[config.mk]
export PLATFORM = sky130hd
export DESIGN_NAME = api_transmit_frame_builder_core_flat
export DESIGN_NICKNAME = d
export VERILOG_FILES = /design/src/rtl/atfb_pkg.sv /design/src/rtl/atfb_msg_if.sv /design/src/rtl/atfb_byte_if.sv /design/src/rtl/api_transmit_frame_builder_core.sv /design/src/flat_wrapper.sv
export SDC_FILE = /design/constraint.sdc
export NUM_CORES = 1
export LEC_CHECK = 0
export ABC_AREA = 1
export BUFFER_PORTS_ARGS = -buffer_cell sky130_fd_sc_hd__buf_2
export CAP_MARGIN = 15
export CORE_MARGIN = 4
export CORE_UTILIZATION = 40
export DETAILED_ROUTE_END_ITERATION = 7
export SYNTH_ARGS = -nofsm -noshare
export SYNTH_HDL_FRONTEND = slang
export SYNTH_SLANG_ARGS = --single-unit
[constraint.sdc]
create_clock -name clk_i -period 2.66 [get_ports clk_i]
set_input_delay 0.266 -clock clk_i [delete_from_list [all_inputs] [get_ports clk_i]]
set_output_delay 0.266 -clock clk_i [all_outputs]
set_load 0.05 [all_outputs]
[src/rtl/atfb_pkg.sv]
// shared constants and types of the transmit frame builder
package atfb_pkg;

  // frame layout
  localparam int unsigned FrameBytes   = 22;
  localparam int unsigned HeldBytes    = FrameBytes - 1;
  localparam int unsigned PosW         = 5;
  localparam int unsigned CsumFirstPos = 3;

  localparam logic [PosW-1:0] LastPos   = PosW'(FrameBytes - 1);
  localparam logic [PosW-1:0] CsumFirst = PosW'(CsumFirstPos);

  localparam logic [7:0]  StartDelim = 8'h7E;
  localparam logic [15:0] FrameLen   = 16'h0012;
  localparam logic [7:0]  CsumBase   = 8'hFF;

  // configuration port
  localparam int unsigned CfgIdxW  = 3;
  localparam int unsigned CfgDataW = 64;

  typedef enum logic [CfgIdxW-1:0] {
    CFG_DEST_ADDR_A = 3'd0,
    CFG_DEST_ADDR_B = 3'd1,
    CFG_FRAME_IDENT = 3'd2,
    CFG_NET_ADDR    = 3'd3,
    CFG_HOP_RADIUS  = 3'd4,
    CFG_TX_OPTIONS  = 3'd5
  } cfg_idx_e;

  // register reset values
  localparam logic [63:0] DestAddrAReset  = 64'h0013_A200_4163_CBB1;
  localparam logic [63:0] DestAddrBReset  = 64'h0013_A200_4163_CBAB;
  localparam logic [7:0]  FrameIdentReset = 8'h01;
  localparam logic [15:0] NetAddrReset    = 16'hFFFE;
  localparam logic [7:0]  HopRadiusReset  = 8'h00;
  localparam logic [7:0]  TxOptionsReset  = 8'h00;

endpackage

[src/rtl/atfb_msg_if.sv]
// message request channel of the transmit frame builder
interface atfb_msg_if;
  logic       valid;
  logic       ready;
  logic [7:0] frame_type;
  logic       dest_select;
  logic [7:0] msg_ident;
  logic [7:0] payload_0;
  logic [7:0] payload_1;
  logic [7:0] payload_2;

  modport source (
    output valid, frame_type, dest_select, msg_ident, payload_0, payload_1, payload_2,
    input  ready
  );
  modport sink (
    input  valid, frame_type, dest_select, msg_ident, payload_0, payload_1, payload_2,
    output ready
  );
endinterface

[src/rtl/atfb_byte_if.sv]
// frame byte channel of the transmit frame builder
interface atfb_byte_if;
  logic       valid;
  logic       ready;
  logic [7:0] frame_byte;
  logic       frame_end;

  modport source (
    output valid, frame_byte, frame_end,
    input  ready
  );
  modport sink (
    input  valid, frame_byte, frame_end,
    output ready
  );
endinterface

[src/rtl/api_transmit_frame_builder_core.sv]
// transmit-request frame builder: one message in, 22 frame bytes out
//
// Each accepted message request becomes a 22-byte API transmit-request frame sent one
// byte per cycle while the receiver does not stall: start delimiter 0x7E, length 0x0012,
// frame type, frame id, the 8 selected destination address bytes (msb first), network
// address (high byte first), radius, options, identifier, three payload bytes and the
// checksum (frame_end set). The frame is first loaded into a shift register that moves
// a byte at a time; the bytes then move one by one into the output register, and the
// checksum accumulates in the same cycles. A receiver holding off a waiting byte stalls
// the shifting. A new message can be accepted once the checksum byte has entered the
// output register, while it still waits to be taken. Configuration writes are taken at
// any time and apply to the next message.
module api_transmit_frame_builder_core import atfb_pkg::*; (
  input  logic                clk_i,
  input  logic                rst_ni,
  input  logic                cfg_we_i,
  input  logic [CfgIdxW-1:0]  cfg_idx_i,
  input  logic [CfgDataW-1:0] cfg_data_i,
  atfb_msg_if.sink            msg_i,
  atfb_byte_if.source         frame_o
);

  localparam int unsigned SregW = 8 * HeldBytes;

  // configuration registers
  logic [63:0] dest_addr_a_q;
  logic [63:0] dest_addr_b_q;
  logic [7:0]  frame_ident_q;
  logic [15:0] net_addr_q;
  logic [7:0]  hop_radius_q;
  logic [7:0]  tx_options_q;

  // frame shift register and sequencing
  logic [SregW-1:0] sreg_q, sreg_d;
  logic [PosW-1:0]  pos_q, pos_d;
  logic [7:0]       sum_q, sum_d;
  logic             busy_q, busy_d;

  // output register
  logic       out_valid_q, out_valid_d;
  logic [7:0] out_byte_q, out_byte_d;
  logic       out_end_q, out_end_d;

  logic        msg_acc;
  logic        emit;
  logic [7:0]  head_byte;
  logic [63:0] sel_addr;

  // configuration writes
  always_ff @(posedge clk_i or negedge rst_ni) begin
    if (!rst_ni) begin
      dest_addr_a_q <= DestAddrAReset;
      dest_addr_b_q <= DestAddrBReset;
      frame_ident_q <= FrameIdentReset;
      net_addr_q    <= NetAddrReset;
      hop_radius_q  <= HopRadiusReset;
      tx_options_q  <= TxOptionsReset;
    end else if (cfg_we_i) begin
      unique case (cfg_idx_i)
        CFG_DEST_ADDR_A: dest_addr_a_q <= cfg_data_i;
        CFG_DEST_ADDR_B: dest_addr_b_q <= cfg_data_i;
        CFG_FRAME_IDENT: frame_ident_q <= cfg_data_i[7:0];
        CFG_NET_ADDR:    net_addr_q    <= cfg_data_i[15:0];
        CFG_HOP_RADIUS:  hop_radius_q  <= cfg_data_i[7:0];
        CFG_TX_OPTIONS:  tx_options_q  <= cfg_data_i[7:0];
        default: ;
      endcase
    end
  end

  // handshakes
  assign msg_i.ready = !busy_q;
  assign msg_acc     = msg_i.valid && !busy_q;
  assign emit        = busy_q && (!out_valid_q || frame_o.ready);
  assign head_byte   = sreg_q[SregW-1 -: 8];
  assign sel_addr    = msg_i.dest_select ? dest_addr_b_q : dest_addr_a_q;

  // frame sequencing
  always_comb begin
    sreg_d      = sreg_q;
    pos_d       = pos_q;
    sum_d       = sum_q;
    busy_d      = busy_q;
    out_valid_d = out_valid_q;
    out_byte_d  = out_byte_q;
    out_end_d   = out_end_q;

    // output register drains when taken
    if (out_valid_q && frame_o.ready) begin
      out_valid_d = 1'b0;
    end

    if (msg_acc) begin
      // load the frame body, first byte at the top
      sreg_d = {StartDelim, FrameLen, msg_i.frame_type, frame_ident_q, sel_addr,
                net_addr_q, hop_radius_q, tx_options_q, msg_i.msg_ident,
                msg_i.payload_0, msg_i.payload_1, msg_i.payload_2};
      pos_d  = '0;
      sum_d  = '0;
      busy_d = 1'b1;
    end else if (emit) begin
      out_valid_d = 1'b1;
      if (pos_q == LastPos) begin
        // checksum byte closes the frame
        out_byte_d = CsumBase - sum_q;
        out_end_d  = 1'b1;
        busy_d     = 1'b0;
      end else begin
        out_byte_d = head_byte;
        out_end_d  = 1'b0;
        sreg_d     = {sreg_q[SregW-9:0], 8'h00};
        if (pos_q >= CsumFirst) begin
          sum_d = sum_q + head_byte;
        end
        pos_d = pos_q + PosW'(1);
      end
    end
  end

  always_ff @(posedge clk_i or negedge rst_ni) begin
    if (!rst_ni) begin
      pos_q       <= '0;
      sum_q       <= '0;
      busy_q      <= 1'b0;
      out_valid_q <= 1'b0;
    end else begin
      pos_q       <= pos_d;
      sum_q       <= sum_d;
      busy_q      <= busy_d;
      out_valid_q <= out_valid_d;
    end
  end

  // payload registers
  always_ff @(posedge clk_i) begin
    sreg_q     <= sreg_d;
    out_byte_q <= out_byte_d;
    out_end_q  <= out_end_d;
  end

  assign frame_o.valid      = out_valid_q;
  assign frame_o.frame_byte = out_byte_q;
  assign frame_o.frame_end  = out_end_q;

endmodule
[src/flat_wrapper.sv]
// flat-port wrapper written by rule: the top's interface ports become plain ports
module api_transmit_frame_builder_core_flat import atfb_pkg::*;
  (clk_i, rst_ni, cfg_we_i, cfg_idx_i, cfg_data_i, msg_i_valid, msg_i_frame_type, msg_i_dest_select, msg_i_msg_ident, msg_i_payload_0, msg_i_payload_1, msg_i_payload_2, msg_i_ready, frame_o_valid, frame_o_frame_byte, frame_o_frame_end, frame_o_ready);
  atfb_msg_if msg_i_i ();
  atfb_byte_if frame_o_i ();
  input  logic clk_i;
  input  logic rst_ni;
  input  logic cfg_we_i;
  input  logic [CfgIdxW-1:0] cfg_idx_i;
  input  logic [CfgDataW-1:0] cfg_data_i;
  input wire logic [$bits(msg_i_i.valid)-1:0] msg_i_valid;
  input wire logic [$bits(msg_i_i.frame_type)-1:0] msg_i_frame_type;
  input wire logic [$bits(msg_i_i.dest_select)-1:0] msg_i_dest_select;
  input wire logic [$bits(msg_i_i.msg_ident)-1:0] msg_i_msg_ident;
  input wire logic [$bits(msg_i_i.payload_0)-1:0] msg_i_payload_0;
  input wire logic [$bits(msg_i_i.payload_1)-1:0] msg_i_payload_1;
  input wire logic [$bits(msg_i_i.payload_2)-1:0] msg_i_payload_2;
  output wire logic [$bits(msg_i_i.ready)-1:0] msg_i_ready;
  output wire logic [$bits(frame_o_i.valid)-1:0] frame_o_valid;
  output wire logic [$bits(frame_o_i.frame_byte)-1:0] frame_o_frame_byte;
  output wire logic [$bits(frame_o_i.frame_end)-1:0] frame_o_frame_end;
  input wire logic [$bits(frame_o_i.ready)-1:0] frame_o_ready;
  assign msg_i_i.valid = msg_i_valid;
  assign msg_i_i.frame_type = msg_i_frame_type;
  assign msg_i_i.dest_select = msg_i_dest_select;
  assign msg_i_i.msg_ident = msg_i_msg_ident;
  assign msg_i_i.payload_0 = msg_i_payload_0;
  assign msg_i_i.payload_1 = msg_i_payload_1;
  assign msg_i_i.payload_2 = msg_i_payload_2;
  assign msg_i_ready = msg_i_i.ready;
  assign frame_o_valid = frame_o_i.valid;
  assign frame_o_frame_byte = frame_o_i.frame_byte;
  assign frame_o_frame_end = frame_o_i.frame_end;
  assign frame_o_i.ready = frame_o_ready;
  api_transmit_frame_builder_core u_core (.clk_i(clk_i), .rst_ni(rst_ni), .cfg_we_i(cfg_we_i), .cfg_idx_i(cfg_idx_i), .cfg_data_i(cfg_data_i), .msg_i(msg_i_i), .frame_o(frame_o_i));
endmodule
==> results.tsv <==
metric	value	unit
run_status	complete, no violations	
slew_headroom	53.2	%
p_leak	7.96	nW
r2r_cells	7	
yosys_warnings	0	
max_freq	0.442	GHz
drtPass1Iterations	5	
die_area	40400	µm²
p_sw_share	28.3	%
drt_iter0_markers	946	
fillCellCount	3474	
grt_pass1_wl	56.1	mm
area.growth.synth_to_final	16.5	%
start_util	40.6	%
overflow	0	
cts_made_buffers	39	
p_int	0.0113	W
critPathArrivalTime	2480	ps
clock_tree.buffer_depth	3	
syn_inst	1534	
htreeDepth	2	
power.share.sequential	50.1	%
cts_repair_resize_count	0	
synth_top_family_by_area	simple AND/OR/NAND/NOR gates	
fin_area	17400	µm²
powerDensity	910	nW/µm²
clkTransAtPathRegs	60	ps
via_per_inst	4.91	
grt_max_degree	145	
synth-seq-cells	360	
drive_above_1_share	17.0	%
final_cell_mix	512 x nand2_1, 297 x o21ai_0, 153 x edfxtp_1, 124 x dfrtp_1, 122 x buf_2	
cap_viol_max_count	0	
num_rows	70	
max_stage_delay	420	ps
antennaDiodeCount	0	
pwr-share-comb	18.1	%
worst_slack	396	ps
postRouteAntennaNets	0	
drc	0	
die_w	201	µm
dpl_cell_area	16100	µm²
synth_adder_area_share	0.890	%
root_buffer	clkbuf_16	
cts_sinks	360	
timing.final.max_slew_violations	0	
worst_pin_slew	702	ps
holdPathStages	3	
synth_mux_area_share	0	%
syn-cell-area	14900	µm²
dieHeight	201	µm
wl	34.3	mm
place_congestion	0.762	
place_ws	368	ps
syn_nets	1657	
cts_tree	built	
endpoint_kind	flop	
synth_area_per_cell	9.72	µm²
critPathKind	reg2reg	
antenna_found_initial	0	
io_pins	124	
synth_xor_area_share	0.411	%
hold_viol_final	0	
crit_chain	ha_1 -> nand2_1 -> inv_1 -> nand2_2 -> nand2_4 -> nand2_8 -> buf_4	
hold_ws	13.7	ps
p_clk_share	31.7	%
vias	10500	
track_usage	16.7	%
grt_pass1_vias	10400	
holdBufCountCts	12	
core-area	36700	µm²
hpwlAfterDp	21.1	mm
yosysUniqueCellTypes	34	
mostFrequentLayoutCell	nand2_1	
rsz0062_at_grt	false	
fin_crit_sh	85.1	%
worstPathRequired	2870	ps
clock_latency	510	ps
post-route-min-period	2260	ps
critPathMaxFanout	45	
ys_seq_area_share	65.3	%
hp-class	in2reg	
cp-start-kind	flop	
crit_path_top_delay_cell	dfrtp_1	
synth-compound-area-share	11.9	%
io_buffers	123	
yosys.area_share.simple	16.3	%
cts_setup_buffers	0	
layout.nets	1773	
wire_per_inst	16.0	µm
fin_worst_skew	8.52	ps
ir_drop	392	µV
p_sw	0.00448	W
finalSetupTns	0	ps
setup_viol	0	
-- cell type report --
class / instances / area [µm²] / area share, %
clock inverter: 14 / 65.1 / 0.375
sequential: 360 / 9730 / 56.0
multi-input combinational: 982 / 4420 / 25.5
timing repair buffer: 158 / 1040 / 5.99
inverter: 109 / 412 / 2.37
tap: 468 / 586 / 3.37
clock buffer: 57 / 1120 / 6.43
-- cell usage after synthesis, drive strengths merged --
| cell | n | area [µm²] |
|---|---|---|
| inv | 109 | 409 |
| a22oi | 1 | 7.51 |
| dfstp | 59 | 1550 |
| nand2 | 517 | 1960 |
| o22ai | 8 | 50.1 |
| ha | 9 | 113 |
| xnor2 | 3 | 26.3 |
| nor2 | 94 | 389 |
| clkbuf | 49 | 184 |
| o21ai | 318 | 1630 |
| dfrtp | 124 | 3100 |
| fa | 1 | 20.0 |
| nand3 | 10 | 50.1 |
| nand3b | 2 | 15.0 |
| buf | 34 | 191 |
| a21oi | 10 | 65.1 |
| edfxtp | 153 | 4590 |
| or2 | 3 | 18.8 |
| o22a | 2 | 17.5 |
| dfxtp | 24 | 480 |
| xor2 | 4 | 35.0 |
-- per-layer routing --
layer	part of all wire [%]	vias to the layer above	track usage, %
li1	-	5222	-
met4	1.5	0	3.52
met1	49	5007	25.9
met5	0	-	0
met2	44	272	25.1
met3	5.4	41	2.70
-- path summary, 6_finish.rpt --
check                      slack (ps)          startpoint                  endpoint
max                               400     u_core.pos_q[0]        u_core.sreg_q[141]
min                                10      cfg_data_i[52]  u_core.dest_addr_b_q[52]
max reg2reg                       400     u_core.pos_q[0]        u_core.sreg_q[141]
min reg2reg                       450  u_core.sreg_q[139]        u_core.sreg_q[147]
max in group asynchronous        1420              rst_ni  u_core.dest_addr_a_q[30]
min in group asynchronous         330              rst_ni  u_core.dest_addr_a_q[19]
-- cell families (layout without fill, tap and decap cells) --
| logic type | count (synthesis) | after routing |
|---|---|---|
| AO/OA/AOI/OAI | 339 | 339 |
| XOR/XNOR | 7 | 7 |
| adder cells (fa/ha/maj) | 10 | 10 |
| buffers and inverters | 192 | 338 |
| flip-flops | 360 | 360 |
| AND/OR/NAND/NOR | 626 | 626 |
-- critical path, delay by kind of cell (launching register included) --
family,cells,cell delay (ps)
fa+ha+maj,1,210
buf+inv,2,340
flops,1,420
simple gates,4,970
-- sequential cells by signal, summed over array words and instances (netlist names), 5 cells and up --
register / cells
u_core.dest_addr_a_q: 64
u_core.dest_addr_b_q: 64
u_core.frame_ident_q: 8
u_core.frame_o.frame_byte: 8
u_core.hop_radius_q: 8
u_core.net_addr_q: 16
u_core.pos_q: 5
u_core.sreg_q: 168
u_core.sum_q: 8
u_core.tx_options_q: 8
-- power groups by stage --
stage / logic [W] / registers, W / clock network [W]
after floorplan: 0.00195 / 0.00798 / 0
after global placement: 0.00281 / 0.00800 / 0
after detailed placement: 0.00289 / 0.00802 / 0
after CTS: 0.00292 / 0.00793 / 0.00512
after global routing: 0.00333 / 0.00806 / 0.00536
final: 0.00287 / 0.00793 / 0.00502
-- stage by stage --
| step | util, % | power (W) | cells |
|---|---|---|---|
| after detailed placement | 43.8 | 0.0109 | 2065 |
| after global placement | 43.8 | 0.0108 | 2065 |
| final | 47.3 | 0.0158 | 2148 |
| after CTS | 47.3 | 0.0160 | 2148 |
| after global routing | 47.3 | 0.0167 | 2148 |
| after floorplan | - | 0.00994 | 1534 |
(Power assumes the default switching activity.)
